`src/rtl/ibs_pkg.sv`:
```
// ibs_pkg: shared constants for the interior box shrink block
// configuration register indexes, field widths and image count
// no dependencies
`timescale 1ns / 1ps

package ibs_pkg;

  // configuration port
  localparam int CFG_INDEX_BITS = 1;
  localparam int CFG_DATA_BITS  = 23;

  localparam logic [CFG_INDEX_BITS-1:0] CFG_PERIODIC_ON = 1'd0;
  localparam logic [CFG_INDEX_BITS-1:0] CFG_BOX_SIZE    = 1'd1;

  // periodic box edge
  localparam int BOX_SIZE_BITS = 23;
  localparam logic [BOX_SIZE_BITS-1:0] BOX_SIZE_RESET = 23'd1;

  // item command codes
  localparam logic CMD_LOAD = 1'b0;
  localparam logic CMD_CUT  = 1'b1;

  // overlap counter
  localparam int COUNT_BITS  = 5;
  localparam int IMAGE_COUNT = 27;

endpackage

```
`src/rtl/ibs_item_if.sv`:
```
// ibs_item_if: valid/ready channel carrying one box item (command and corners)
// no package dependencies
`timescale 1ns / 1ps

interface ibs_item_if #(
  parameter int COORD_BITS = 24
);
  logic                         valid;
  logic                         ready;
  logic                         cmd;
  logic signed [COORD_BITS-1:0] lo_x;
  logic signed [COORD_BITS-1:0] lo_y;
  logic signed [COORD_BITS-1:0] lo_z;
  logic signed [COORD_BITS-1:0] hi_x;
  logic signed [COORD_BITS-1:0] hi_y;
  logic signed [COORD_BITS-1:0] hi_z;

  modport source (
    output valid, cmd, lo_x, lo_y, lo_z, hi_x, hi_y, hi_z,
    input  ready
  );

  modport sink (
    input  valid, cmd, lo_x, lo_y, lo_z, hi_x, hi_y, hi_z,
    output ready
  );
endinterface

```
`src/rtl/ibs_result_if.sv`:
```
// ibs_result_if: valid/ready channel carrying the interior box and overlap count
// depends on ibs_pkg for the counter width
`timescale 1ns / 1ps

interface ibs_result_if
  import ibs_pkg::*;
#(
  parameter int COORD_BITS = 24
);
  logic                         valid;
  logic                         ready;
  logic signed [COORD_BITS-1:0] out_lo_x;
  logic signed [COORD_BITS-1:0] out_lo_y;
  logic signed [COORD_BITS-1:0] out_lo_z;
  logic signed [COORD_BITS-1:0] out_hi_x;
  logic signed [COORD_BITS-1:0] out_hi_y;
  logic signed [COORD_BITS-1:0] out_hi_z;
  logic [COUNT_BITS-1:0]        overlap_count;

  modport source (
    output valid, out_lo_x, out_lo_y, out_lo_z, out_hi_x, out_hi_y, out_hi_z,
    output overlap_count,
    input  ready
  );

  modport sink (
    input  valid, out_lo_x, out_lo_y, out_lo_z, out_hi_x, out_hi_y, out_hi_z,
    input  overlap_count,
    output ready
  );
endinterface

```
`src/rtl/ibs_mul.sv`:
```
// ibs_mul: unsigned multiplier with a registered product
// shared by every volume product of the block; no package dependencies
`timescale 1ns / 1ps

module ibs_mul #(
  parameter int WIDTH = 24
) (
  input  logic               clk,
  input  logic [WIDTH-1:0]   a,
  input  logic [WIDTH-1:0]   b,
  output logic [2*WIDTH-1:0] p
);

  always_ff @(posedge clk) begin
    p <= {{WIDTH{1'b0}}, a} * {{WIDTH{1'b0}}, b};
  end

endmodule

```
`src/rtl/interior_box_shrink.sv`:
```
// interior_box_shrink keeps a local axis-aligned box and shrinks it against boxes
// of other domains. A load item (cmd 0) replaces the box and returns it with a
// count of zero. A cut item (cmd 1) is tested once unshifted, or, with
// periodic_on set, at 27 images shifted by -box_size, 0 or +box_size per axis
// (x outermost, z innermost), the box being updated after each image that
// overlaps it on all three axes. For such an image the six candidate volumes
// (trim below or above the overlap on each axis) are exact products of three
// extents, formed on one shared COORD_BITS x COORD_BITS multiplier as two
// partial products each, and compared in turn; the first largest wins. The
// input channel takes one item at a time; the result sits in an output
// register, so the next item may be accepted while the previous result still
// waits for its transfer. Configuration is to be written only while the block
// is idle; the block itself does not enforce this.
`timescale 1ns / 1ps

module interior_box_shrink
  import ibs_pkg::*;
#(
  parameter int COORD_BITS = 24
) (
  input  logic                      clk,
  input  logic                      rst,
  input  logic                      cfg_we,
  input  logic [CFG_INDEX_BITS-1:0] cfg_index,
  input  logic [CFG_DATA_BITS-1:0]  cfg_data,
  ibs_item_if.sink                  item,
  ibs_result_if.source              result
);

  localparam int CW = COORD_BITS;
  // shifted coordinates: coordinate plus or minus box size, without wrapping
  localparam int SW = ((CW > BOX_SIZE_BITS + 1) ? CW : BOX_SIZE_BITS + 1) + 1;
  localparam int PW = 2 * CW;   // product of two extents
  localparam int VW = 3 * CW;   // volume

  typedef enum logic [3:0] {
    ST_IDLE,
    ST_TEST,
    ST_PROD,
    ST_SPLIT,
    ST_MUL_LO,
    ST_MUL_HI,
    ST_ACCUM,
    ST_CMP,
    ST_APPLY,
    ST_DONE
  } state_t;

  typedef enum logic [1:0] {
    AXIS_X,
    AXIS_Y,
    AXIS_Z
  } axis_t;

  // image offset along one axis, in units of box size
  typedef enum logic [1:0] {
    OFF_NEG,
    OFF_ZERO,
    OFF_POS
  } offset_t;

  function automatic offset_t off_inc(offset_t o);
    offset_t r;
    unique case (o)
      OFF_NEG:  r = OFF_ZERO;
      OFF_ZERO: r = OFF_POS;
      default:  r = OFF_NEG;
    endcase
    return r;
  endfunction

  function automatic logic signed [SW-1:0] sx(logic signed [CW-1:0] c);
    return $signed({{(SW-CW){c[CW-1]}}, c});
  endfunction

  state_t state;

  // configuration
  logic                     periodic_on;
  logic [BOX_SIZE_BITS-1:0] box_size;

  // interior box
  logic signed [CW-1:0] low  [3];
  logic signed [CW-1:0] high [3];

  // cut box of the current item
  logic signed [CW-1:0] lo_q [3];
  logic signed [CW-1:0] hi_q [3];

  // image position and overlap of the current image
  offset_t              off      [3];
  offset_t              off_next [3];
  logic signed [SW-1:0] cmin_q   [3];
  logic signed [SW-1:0] cmax_q   [3];

  // candidate scan
  axis_t               axis;
  logic                side;       // 0 keeps below the overlap, 1 keeps above
  logic [CW-1:0]       p_lo;
  logic [CW-1:0]       p_hi;
  logic [VW-1:0]       acc;
  logic [VW-1:0]       best;
  axis_t               best_axis;
  logic                best_side;
  logic [COUNT_BITS-1:0] count;

  // shared multiplier
  logic [CW-1:0] mul_a;
  logic [CW-1:0] mul_b;
  logic [PW-1:0] prod;

  // combinational helpers
  logic signed [SW-1:0] bs_ext;
  logic signed [SW-1:0] shift   [3];
  logic signed [SW-1:0] a_sh    [3];
  logic signed [SW-1:0] b_sh    [3];
  logic signed [SW-1:0] cmin    [3];
  logic signed [SW-1:0] cmax    [3];
  logic [2:0]           axis_hit;
  logic                 overlap;
  logic                 last_image;
  logic [CW-1:0]        ext [3];
  logic [CW-1:0]        dlo [3];
  logic [CW-1:0]        dhi [3];
  logic [CW-1:0]        e1;
  logic [CW-1:0]        e2;
  logic [CW-1:0]        d_lo;
  logic [CW-1:0]        d_hi;
  logic [CW-1:0]        d;
  logic                 better;
  logic signed [CW-1:0] sel_low;
  logic signed [CW-1:0] sel_high;
  logic signed [CW-1:0] sel_cmin;
  logic signed [CW-1:0] sel_cmax;
  logic signed [CW-1:0] apply_val;

  ibs_mul #(
    .WIDTH(CW)
  ) u_mul (
    .clk (clk),
    .a   (mul_a),
    .b   (mul_b),
    .p   (prod)
  );

  assign item.ready = (state == ST_IDLE);

  // overlap of the current image with the interior box, all three axes at once
  assign bs_ext = $signed({{(SW-BOX_SIZE_BITS){1'b0}}, box_size});

  always_comb begin
    for (int k = 0; k < 3; k++) begin
      unique case (off[k])
        OFF_NEG: shift[k] = -bs_ext;
        OFF_POS: shift[k] = bs_ext;
        default: shift[k] = '0;
      endcase
      a_sh[k]     = sx(lo_q[k]) + shift[k];
      b_sh[k]     = sx(hi_q[k]) + shift[k];
      cmin[k]     = (sx(low[k]) > a_sh[k]) ? sx(low[k]) : a_sh[k];
      cmax[k]     = (sx(high[k]) < b_sh[k]) ? sx(high[k]) : b_sh[k];
      axis_hit[k] = (cmax[k] > cmin[k]);
    end
  end

  assign overlap = &axis_hit;

  assign last_image = !periodic_on ||
                      ((off[0] == OFF_POS) && (off[1] == OFF_POS) && (off[2] == OFF_POS));

  // next image, z innermost
  always_comb begin
    off_next = off;
    if (off[2] != OFF_POS) begin
      off_next[2] = off_inc(off[2]);
    end else begin
      off_next[2] = OFF_NEG;
      if (off[1] != OFF_POS) begin
        off_next[1] = off_inc(off[1]);
      end else begin
        off_next[1] = OFF_NEG;
        off_next[0] = off_inc(off[0]);
      end
    end
  end

  // extents; valid as unsigned values once the image overlaps
  always_comb begin
    for (int k = 0; k < 3; k++) begin
      ext[k] = $unsigned(high[k]) - $unsigned(low[k]);
      dlo[k] = cmin_q[k][CW-1:0] - $unsigned(low[k]);
      dhi[k] = $unsigned(high[k]) - cmax_q[k][CW-1:0];
    end
  end

  // operands of the candidate on the current axis
  always_comb begin
    unique case (axis)
      AXIS_X: begin
        e1 = ext[1]; e2 = ext[2]; d_lo = dlo[0]; d_hi = dhi[0];
      end
      AXIS_Y: begin
        e1 = ext[2]; e2 = ext[0]; d_lo = dlo[1]; d_hi = dhi[1];
      end
      AXIS_Z: begin
        e1 = ext[0]; e2 = ext[1]; d_lo = dlo[2]; d_hi = dhi[2];
      end
      default: begin
        e1 = '0; e2 = '0; d_lo = '0; d_hi = '0;
      end
    endcase
  end

  assign d = side ? d_hi : d_lo;

  // multiplier schedule: extent product first, then two partial products
  assign mul_a = (state == ST_PROD) ? e1 : d;
  assign mul_b = (state == ST_PROD) ? e2 : ((state == ST_MUL_HI) ? p_hi : p_lo);

  // the first candidate is always taken, later ones only if strictly larger
  assign better = ((axis == AXIS_X) && !side) || (acc > best);

  // chosen trim
  always_comb begin
    unique case (best_axis)
      AXIS_X: begin
        sel_low = low[0]; sel_high = high[0];
        sel_cmin = cmin_q[0][CW-1:0]; sel_cmax = cmax_q[0][CW-1:0];
      end
      AXIS_Y: begin
        sel_low = low[1]; sel_high = high[1];
        sel_cmin = cmin_q[1][CW-1:0]; sel_cmax = cmax_q[1][CW-1:0];
      end
      AXIS_Z: begin
        sel_low = low[2]; sel_high = high[2];
        sel_cmin = cmin_q[2][CW-1:0]; sel_cmax = cmax_q[2][CW-1:0];
      end
      default: begin
        sel_low = '0; sel_high = '0; sel_cmin = '0; sel_cmax = '0;
      end
    endcase
  end

  assign apply_val = best_side ? sel_cmax : sel_cmin;

  always_ff @(posedge clk) begin
    if (rst) begin
      state        <= ST_IDLE;
      result.valid <= 1'b0;
      periodic_on  <= 1'b0;
      box_size     <= BOX_SIZE_RESET;
      count        <= '0;
      axis         <= AXIS_X;
      side         <= 1'b0;
      for (int k = 0; k < 3; k++) begin
        low[k]  <= '0;
        high[k] <= '0;
        off[k]  <= OFF_ZERO;
      end
    end else begin
      // register writes
      if (cfg_we) begin
        unique case (cfg_index)
          CFG_PERIODIC_ON: periodic_on <= cfg_data[0];
          CFG_BOX_SIZE:    box_size    <= cfg_data[BOX_SIZE_BITS-1:0];
          default: ;
        endcase
      end

      // result transfer frees the output register unless a new result refills it
      if (result.valid && result.ready && (state != ST_DONE)) begin
        result.valid <= 1'b0;
      end

      unique case (state)
        ST_IDLE: begin
          if (item.valid) begin
            lo_q[0] <= item.lo_x;
            lo_q[1] <= item.lo_y;
            lo_q[2] <= item.lo_z;
            hi_q[0] <= item.hi_x;
            hi_q[1] <= item.hi_y;
            hi_q[2] <= item.hi_z;
            count   <= '0;
            if (item.cmd == CMD_LOAD) begin
              low[0]  <= item.lo_x;
              low[1]  <= item.lo_y;
              low[2]  <= item.lo_z;
              high[0] <= item.hi_x;
              high[1] <= item.hi_y;
              high[2] <= item.hi_z;
              state   <= ST_DONE;
            end else begin
              // periodic mode starts at the (-1,-1,-1) image
              for (int k = 0; k < 3; k++) begin
                off[k] <= periodic_on ? OFF_NEG : OFF_ZERO;
              end
              state <= ST_TEST;
            end
          end
        end

        ST_TEST: begin
          cmin_q <= cmin;
          cmax_q <= cmax;
          if (overlap) begin
            axis  <= AXIS_X;
            side  <= 1'b0;
            state <= ST_PROD;
          end else if (last_image) begin
            state <= ST_DONE;
          end else begin
            off <= off_next;
          end
        end

        ST_PROD: begin
          state <= ST_SPLIT;
        end

        // extent product split into halves for the two partial products
        ST_SPLIT: begin
          p_lo  <= prod[CW-1:0];
          p_hi  <= prod[PW-1:CW];
          state <= ST_MUL_LO;
        end

        ST_MUL_LO: begin
          state <= ST_MUL_HI;
        end

        ST_MUL_HI: begin
          acc   <= {{CW{1'b0}}, prod};
          state <= ST_ACCUM;
        end

        ST_ACCUM: begin
          acc   <= acc + {prod, {CW{1'b0}}};
          state <= ST_CMP;
        end

        ST_CMP: begin
          if (better) begin
            best      <= acc;
            best_axis <= axis;
            best_side <= side;
          end
          if (!side) begin
            side  <= 1'b1;
            state <= ST_MUL_LO;
          end else if (axis == AXIS_Z) begin
            state <= ST_APPLY;
          end else begin
            axis  <= (axis == AXIS_X) ? AXIS_Y : AXIS_Z;
            side  <= 1'b0;
            state <= ST_PROD;
          end
        end

        // trim the chosen side of the chosen axis to the overlap
        ST_APPLY: begin
          for (int k = 0; k < 3; k++) begin
            if (axis_t'(k) == best_axis) begin
              if (best_side) begin
                low[k] <= apply_val;
              end else begin
                high[k] <= apply_val;
              end
            end
          end
          count <= count + 1'b1;
          if (last_image) begin
            state <= ST_DONE;
          end else begin
            off   <= off_next;
            state <= ST_TEST;
          end
        end

        ST_DONE: begin
          if (!result.valid || result.ready) begin
            result.out_lo_x      <= low[0];
            result.out_lo_y      <= low[1];
            result.out_lo_z      <= low[2];
            result.out_hi_x      <= high[0];
            result.out_hi_y      <= high[1];
            result.out_hi_z      <= high[2];
            result.overlap_count <= count;
            result.valid         <= 1'b1;
            state                <= ST_IDLE;
          end
        end

        default: begin
          state <= ST_IDLE;
        end
      endcase
    end
  end

  // overlap count never passes the number of images
  a_count_bound: assert property (
    @(posedge clk) disable iff (rst)
    count <= COUNT_BITS'(IMAGE_COUNT)
  ) else $error("overlap count beyond image count");

  // without periodic mode a cut tries a single image
  a_single_image: assert property (
    @(posedge clk) disable iff (rst)
    (state == ST_DONE) && !periodic_on |-> count <= COUNT_BITS'(1)
  ) else $error("more than one overlap without periodic mode");

  // a trim always lands inside the current box on its axis
  a_trim_inside: assert property (
    @(posedge clk) disable iff (rst)
    (state == ST_APPLY) |-> (apply_val >= sel_low) && (apply_val <= sel_high)
  ) else $error("trim outside the interior box");

endmodule
```
`src/flat_wrapper.sv`:
```
// flat-port wrapper written by rule: the top's interface ports become plain ports
module interior_box_shrink_flat import ibs_pkg::*;
#(
  parameter int COORD_BITS = 24
)
  (clk, rst, cfg_we, cfg_index, cfg_data, item_valid, item_cmd, item_lo_x, item_lo_y, item_lo_z, item_hi_x, item_hi_y, item_hi_z, item_ready, result_valid, result_out_lo_x, result_out_lo_y, result_out_lo_z, result_out_hi_x, result_out_hi_y, result_out_hi_z, result_overlap_count, result_ready);
  ibs_item_if #(.COORD_BITS(COORD_BITS)) item_i ();
  ibs_result_if #(.COORD_BITS(COORD_BITS)) result_i ();
  input  logic clk;
  input  logic rst;
  input  logic cfg_we;
  input  logic [CFG_INDEX_BITS-1:0] cfg_index;
  input  logic [CFG_DATA_BITS-1:0] cfg_data;
  input wire logic [$bits(item_i.valid)-1:0] item_valid;
  input wire logic [$bits(item_i.cmd)-1:0] item_cmd;
  input wire logic [$bits(item_i.lo_x)-1:0] item_lo_x;
  input wire logic [$bits(item_i.lo_y)-1:0] item_lo_y;
  input wire logic [$bits(item_i.lo_z)-1:0] item_lo_z;
  input wire logic [$bits(item_i.hi_x)-1:0] item_hi_x;
  input wire logic [$bits(item_i.hi_y)-1:0] item_hi_y;
  input wire logic [$bits(item_i.hi_z)-1:0] item_hi_z;
  output wire logic [$bits(item_i.ready)-1:0] item_ready;
  output wire logic [$bits(result_i.valid)-1:0] result_valid;
  output wire logic [$bits(result_i.out_lo_x)-1:0] result_out_lo_x;
  output wire logic [$bits(result_i.out_lo_y)-1:0] result_out_lo_y;
  output wire logic [$bits(result_i.out_lo_z)-1:0] result_out_lo_z;
  output wire logic [$bits(result_i.out_hi_x)-1:0] result_out_hi_x;
  output wire logic [$bits(result_i.out_hi_y)-1:0] result_out_hi_y;
  output wire logic [$bits(result_i.out_hi_z)-1:0] result_out_hi_z;
  output wire logic [$bits(result_i.overlap_count)-1:0] result_overlap_count;
  input wire logic [$bits(result_i.ready)-1:0] result_ready;
  assign item_i.valid = item_valid;
  assign item_i.cmd = item_cmd;
  assign item_i.lo_x = item_lo_x;
  assign item_i.lo_y = item_lo_y;
  assign item_i.lo_z = item_lo_z;
  assign item_i.hi_x = item_hi_x;
  assign item_i.hi_y = item_hi_y;
  assign item_i.hi_z = item_hi_z;
  assign item_ready = item_i.ready;
  assign result_valid = result_i.valid;
  assign result_out_lo_x = result_i.out_lo_x;
  assign result_out_lo_y = result_i.out_lo_y;
  assign result_out_lo_z = result_i.out_lo_z;
  assign result_out_hi_x = result_i.out_hi_x;
  assign result_out_hi_y = result_i.out_hi_y;
  assign result_out_hi_z = result_i.out_hi_z;
  assign result_overlap_count = result_i.overlap_count;
  assign result_i.ready = result_ready;
  interior_box_shrink #(.COORD_BITS(COORD_BITS)) u_core (.clk(clk), .rst(rst), .cfg_we(cfg_we), .cfg_index(cfg_index), .cfg_data(cfg_data), .item(item_i), .result(result_i));
endmodule
```
`config.mk`:
```
export PLATFORM = sky130hd
export DESIGN_NAME = interior_box_shrink_flat
export DESIGN_NICKNAME = d
export VERILOG_FILES = /design/src/rtl/ibs_pkg.sv /design/src/rtl/ibs_item_if.sv /design/src/rtl/ibs_result_if.sv /design/src/rtl/ibs_mul.sv /design/src/rtl/interior_box_shrink.sv /design/src/flat_wrapper.sv
export SDC_FILE = /design/constraint.sdc
export NUM_CORES = 2
export LEC_CHECK = 0
export ABC_AREA = 0
export BUFFER_PORTS_ARGS = -buffer_cell sky130_fd_sc_hd__buf_2
export CAP_MARGIN = 20
export CORE_UTILIZATION = 50
export CTS_CLUSTER_SIZE = 25
export DETAILED_ROUTE_END_ITERATION = 10
export PLACE_DENSITY = 0.72
export SYNTH_ARGS = -nofsm -noshare
export SYNTH_HDL_FRONTEND = slang
export SYNTH_SLANG_ARGS = --single-unit
```
`constraint.sdc`:
```
create_clock -name clk -period 17.45 [get_ports clk]
set_input_delay 0.8725 -clock clk [delete_from_list [all_inputs] [get_ports clk]]
set_output_delay 0.8725 -clock clk [all_outputs]
set_load 0.03 [all_outputs]
```
# Word-level counts from Yosys, hierarchy flattened
# Memories as Yosys holds them, arrays and structs flattened.
# Index checks and enable logic that the tools add are counted.
dict set report word_totals {
  in_bits 174
  ram_bits 288
  n_memories 4
  ff_bits 579
}
dict set report classes {
  n_mux 106
  magnitude_cmp 10
  multipliers 1
  reduce_logical 34
  addsub 18
  bitwise_logic 14
  n_eq_ne 32
}
# name words word_bits read_ports rd_ports_with_merged_regs write_ports line
set memory_table {}
lappend memory_table {u_core.hi_q 3 24 3 0 3 interior_box_shrink.sv:88} ;# logic signed [CW-1:0] hi_q [3];
lappend memory_table {u_core.high 3 24 3 0 3 interior_box_shrink.sv:84} ;# logic signed [CW-1:0] high [3];
lappend memory_table {u_core.lo_q 3 24 3 0 3 interior_box_shrink.sv:87} ;# logic signed [CW-1:0] lo_q [3];
lappend memory_table {u_core.low 3 24 3 0 3 interior_box_shrink.sv:83} ;# logic signed [CW-1:0] low [3];
# op n
set op_table {}
lappend op_table {{24-bit one-hot mux with 3 select lines} 6}
lappend op_table {{24-bit two-way mux} 17}
lappend op_table {{24-bit subtractor} 9}
lappend op_table {{24-bit by 25-bit adder with 25-bit output} 6}
lappend op_table {{25-bit two-way mux} 6}
lappend op_table {{25-bit one-hot mux with 2 select lines} 3}
lappend op_table {{72-bit one-hot mux with 2 select lines} 1}
lappend op_table {{24-bit by 25-bit greater-than comparator with 1-bit output} 3}
lappend op_table {{25-bit greater-than comparator} 3}
lappend op_table {{24-bit by 25-bit < comparator with 1-bit output} 3}
lappend op_table {{72-bit adder} 1}
lappend op_table {{72-bit greater-than comparator} 1}
lappend op_table {{24-bit by 24-bit multiplier with 48-bit output} 1}
lappend op_table {{1-bit two-way mux} 44}
lappend op_table {{4-bit one-hot mux with 10 select lines} 1}
lappend op_table {{4-bit two-way mux} 9}
lappend op_table {{23-bit negator with 25-bit output} 1}
lappend op_table {{6-bit two-way mux} 4}
lappend op_table {{6-bit one-hot mux with 3 select lines} 1}
lappend op_table {{4-bit by 3-bit == test with 1-bit output, second input constant} 4}
lappend op_table {{2-bit one-hot mux with 2 select lines} 4}
lappend op_table {{2-bit two-way mux} 7}
lappend op_table {{2-bit AND reduction} 7}
lappend op_table {{2-bit inequality test, second input constant} 6}
lappend op_table {{25 further kinds} 67}

# Longest topological paths before layout
dict set report depth {
  ltp_word 9
  mapped_depth 44
}

# Hierarchy
# A second synthesis with hierarchy kept.
dict set report unflattened {
  hier_cells 8433
  area_unflattened_um2 80247.0
}
# module seq_area_each_um2 area_each_um2 cells_per_inst n_inst
set modules_own_cells {}
lappend modules_own_cells {interior_box_shrink 24163.2 59968.8 6165 1}
lappend modules_own_cells {ibs_mul 960.9 20278.2 2268 1}

# Least setup slack after synthesis
# OpenSTA, ideal clock, no wires.
dict set report synth_path {
  kind {input to register}
  from {in rst}
  to {reg u_core.result.out_hi_x[0], read port of u_core.high, enable pin}
  path_slack_ns 5.261
  required_ns 16.610
  setup_ns 0.840
  stages 3
  arrival_time_ns 11.349
  path_buffers 2
  path_cell_list {clkbuf_1 -> clkbuf_1 -> nor3_1}
}
dict set report synth_via {
  elab_chain_len 2
}
# item line
set synth_lines {}
lappend synth_lines {{from (decl)} flat_wrapper.sv:10} ;# input logic rst;
lappend synth_lines {{1-bit NOT (no line)} n/a}
lappend synth_lines {{3-bit AND reduction (no line)} n/a}
lappend synth_lines {{to (decl)} ibs_result_if.sv:21} ;# output valid, out_lo_x, out_lo_y, out_lo_z, out_hi_x, out_hi_y, out_hi_z,
# No other way between the ends.
# A chain may end at the register's enable or synchronous reset.

# Worst setup path in the final report
dict set report layout_path {
  from {reg u_core.box_size[0]}
  to {reg u_core.off[1] in the netlist's numbering}
}
dict set report layout_via {
  elab_chain_len 9
}
# item line
set layout_lines {}
lappend layout_lines {{from (decl)} interior_box_shrink.sv:80} ;# logic [BOX_SIZE_BITS-1:0] box_size;
lappend layout_lines {{from (signal assigned)} interior_box_shrink.sv:265} ;# CFG_BOX_SIZE: box_size <= cfg_data[BOX_SIZE_BITS-1:0];
lappend layout_lines {{23-bit negator with 25-bit output} interior_box_shrink.sv:154} ;# OFF_NEG: shift[k] = -bs_ext;
lappend layout_lines {{25-bit one-hot mux with 2 select lines} interior_box_shrink.sv:153} ;# unique case (off[k])
lappend layout_lines {{24-bit by 25-bit adder with 25-bit output (on tied branches)} {interior_box_shrink.sv:159, interior_box_shrink.sv:158}}
lappend layout_lines {{24-bit by 25-bit < comparator with 1-bit output or 24-bit by 25-bit greater-than comparator with 1-bit output (tied branches)} {interior_box_shrink.sv:161, interior_box_shrink.sv:160}}
lappend layout_lines {{25-bit two-way mux (on tied branches)} {interior_box_shrink.sv:161, interior_box_shrink.sv:160}}
lappend layout_lines {{25-bit greater-than comparator} interior_box_shrink.sv:162} ;# axis_hit[k] = (cmax[k] > cmin[k]);
lappend layout_lines {{3-bit AND reduction *} interior_box_shrink.sv:166} ;# assign overlap = &axis_hit;
lappend layout_lines {{2-bit inequality test (no line) *} n/a}
lappend layout_lines {{4-bit AND reduction (no line) *} n/a}
lappend layout_lines {{to (signal, indexed assignment)} interior_box_shrink.sv:296} ;# off[k] <= periodic_on ? OFF_NEG : OFF_ZERO;
lappend layout_lines {{to (signal assigned)} interior_box_shrink.sv:313} ;# off <= off_next;
lappend layout_lines {{to (signal assigned)} interior_box_shrink.sv:375} ;# off <= off_next;
lappend layout_lines {{to (decl)} interior_box_shrink.sv:91} ;# offset_t off [3];
# Mark *: on every way between the ends. The rest lies on a longest branch, timed or not.

==> results.json <==
{
  "period_share": 0.694,
  "r2r_slack_ns": 5.34,
  "synth-edff-count": 776,
  "drcViolationCount": 0,
  "tightest_slew_ns": 1.46,
  "root_buffer": "clkbuf_16",
  "numPortBuffers": 324,
  "max_cap_violations": 1,
  "insertion_delay_ns": 0.82,
  "tns_ns": 0,
  "violations": "max-capacitance violations",
  "layout_common_cells": "nand2_1, inv_1, ha_1",
  "cts_buffer_depth": 3,
  "fin_crit_ns": 12.11,
  "crit_fanout": 34,
  "num-fill-cells": 14007,
  "worstSetupPathType": "register to register",
  "gp_congestion": 1.08,
  "ant_nets": 0,
  "outcome": "complete, but fails checks",
  "h-tree-depth": 3,
  "utilization": 0.553,
  "die_height_um": 402,
  "synth-compound-area-share": 0.152,
  "synthMuxAreaShare": 0.0253,
  "cp.arrival_ns": 12.78,
  "final_area_um2": 87700,
  "crit_path_max_incr_delay_ns": 0.80,
  "cp_common_cell": "o21ai_0",
  "cts_tree": "done",
  "io_pins": 325,
  "finalMaxSlewViolations": 0,
  "grt_pass1_wl_um": 448000,
  "grt_max_degree": 150,
  "clkTransAtPathRegs_ns": 0.07,
  "wl_um": 312000,
  "critical-path-top-delay-family": "compound AO/OA/AOI/OAI gates",
  "ys_ff_latch": 867,
  "max_slew_margin": 0.0156,
  "ys_seq_area_frac": 0.314,
  "viasPerCell": 6.33,
  "placed_cell_area_um2": 84200,
  "cpMaxStageDelayCell": "a31oi_1",
  "globalRouteTotalUtil": 0.382,
  "area_growth_pct": 9.67,
  "grt.met3_usage": 0.117,
  "synth_flop_cell": "edfxtp_1",
  "synth-xor-area-share": 0.0427,
  "synthSimpleGateAreaFrac": 0.142,
  "wl_per_cell_um": 28.7,
  "post-cts-setup-buffers": 0,
  "hold_viol_final": 0,
  "fmax_mhz": 82.6,
  "final_common_cell": "nand2_1",
  "yosysWarnings": 0,
  "setup_ws_ns": 5.34,
  "drtIter0Drc": 8977,
  "critPathCaptureType": "register",
  "ys_types": 110,
  "startpoint_type": "register",
  "syn_area_per_cell_um2": 9.44,
  "fp.coreArea_um2": 159000,
  "dr.pass1.iters": 9,
  "cp_num_buf_inv": 3,
  "rows": 146,
  "syn_area_um2": 79900,
  "layout-drive-gt1-share": 0.0858,
  "cts_resized": 0,
  "rsz0062_at_grt": "no",
  "clkSinkCount": 867,
  "grt_pass1_vias": 65940,
  "synthCells": 8465,
  "nets": 10255,
  "cts-hold-fix-buffers": 0,
  "start_util": 0.504,
  "vias": 68992,
  "finClkSkew_ns": 0.0884,
  "cts_made_buffers": 97,
  "synth_top_family_by_area": "adder cells",
  "overflow": 0,
  "dieArea_um2": 161000,
  "synthArstFlopShare": 0,
  "hpwl_um": 248000,
  "post-place-ws_ns": 5.99,
  "busiest_layer": "met2",
  "met2_usage": 0.550,
  "syn-num-nets": 10005,
  "hold_path_class": "input port to register",
  "antenna_found_initial": 44,
  "worstPathRequired_ns": 18.12,
  "die_w_um": 402,
  "synthAdderAreaFrac": 0.261,
  "setup_violations": 0,
  "use_met1": 0.497
}
[worst register-to-register path, delay by kind of cell, from the launching register on]
family                     cells  cell delay (ns)
and+or+nand+nor                9             2.69
muxes                          2             0.42
buffers and inverters          3             0.55
xor gates and xnor gates       1             0.24
DFF                            1             0.33
AOI/OAI and AO/OA             19             6.36
adders and majority gates      4             1.39
[cells in the mapped netlist, drive strengths merged, types with 119 or more instances]
cell,count,area [um^2]
a21o,240,1800
nor2,347,1300
and2,129,812
fa,498,9970
o21ai,497,2490
edfxtp,776,23300
a21oi,538,2700
nand2,1086,4080
clkbuf,253,951
xnor2,243,2130
ha,868,10900
nand2b,119,744
inv,1036,3890
nand3,120,601
xor2,147,1290
nor2b,146,913
mux2i,167,1670
[logic make-up after synthesis]
logic type               count (synthesis)
adder cells (fa/ha/maj)               1366
buffers and inverters                 1333
AO/OA/AOI/OAI                         1916
multiplexers                           197
XOR/XNOR                               390
flip-flops                             867
AND/OR/NAND/NOR                       2396
[registers in the layout, indices dropped and copies added, names as in the netlist, 48 cells and up]
register / cells
u_core.acc: 72
u_core.hi_q: 72
u_core.high: 72
u_core.cmax_q: 72
u_core.lo_q: 72
u_core.u_mul.p: 48
u_core.best: 72
u_core.cmin_q: 72
u_core.low: 72
[per-stage QoR]
step	cells	hold WS, ns
global placement	10687	0.436
detailed placement	10687	0.440
floorplan	8465	0.426
finish	10896	0.268
global route	10868	0.261
CTS	10866	0.235
[final timing paths]
kind                      start                  to  depth (start not counted)
min               item_lo_z[13]  u_core.lo_q[0][61]                          1
max reg2reg  u_core.box_size[0]       u_core.off[1]                         38
max          u_core.box_size[0]       u_core.off[1]                         38
min reg2reg      u_core.acc[13]     u_core.best[13]                          0
[per-layer routing]
layer,share of wire,vias up
met1,0.38,33580
met5,0.00039,-
li1,-,30016
met3,0.13,1005
met2,0.41,4371
met4,0.076,20
[layout make-up]
type / instances / area (um^2) / area share
multi-input cells: 6265 / 50000 / 0.571
flip-flops and latches: 867 / 25100 / 0.287
inverters: 1037 / 3890 / 0.0444
well taps: 2072 / 2590 / 0.0296
repair buffers: 447 / 2550 / 0.0291
clock buffers: 115 / 2540 / 0.0290
clock inverters: 64 / 865 / 0.00986
diodes: 29 / 72.6 / 0.000828
Power is not shown: default switching activity piles up to over one toggle a cycle in this logic, so the estimate is an artifact.
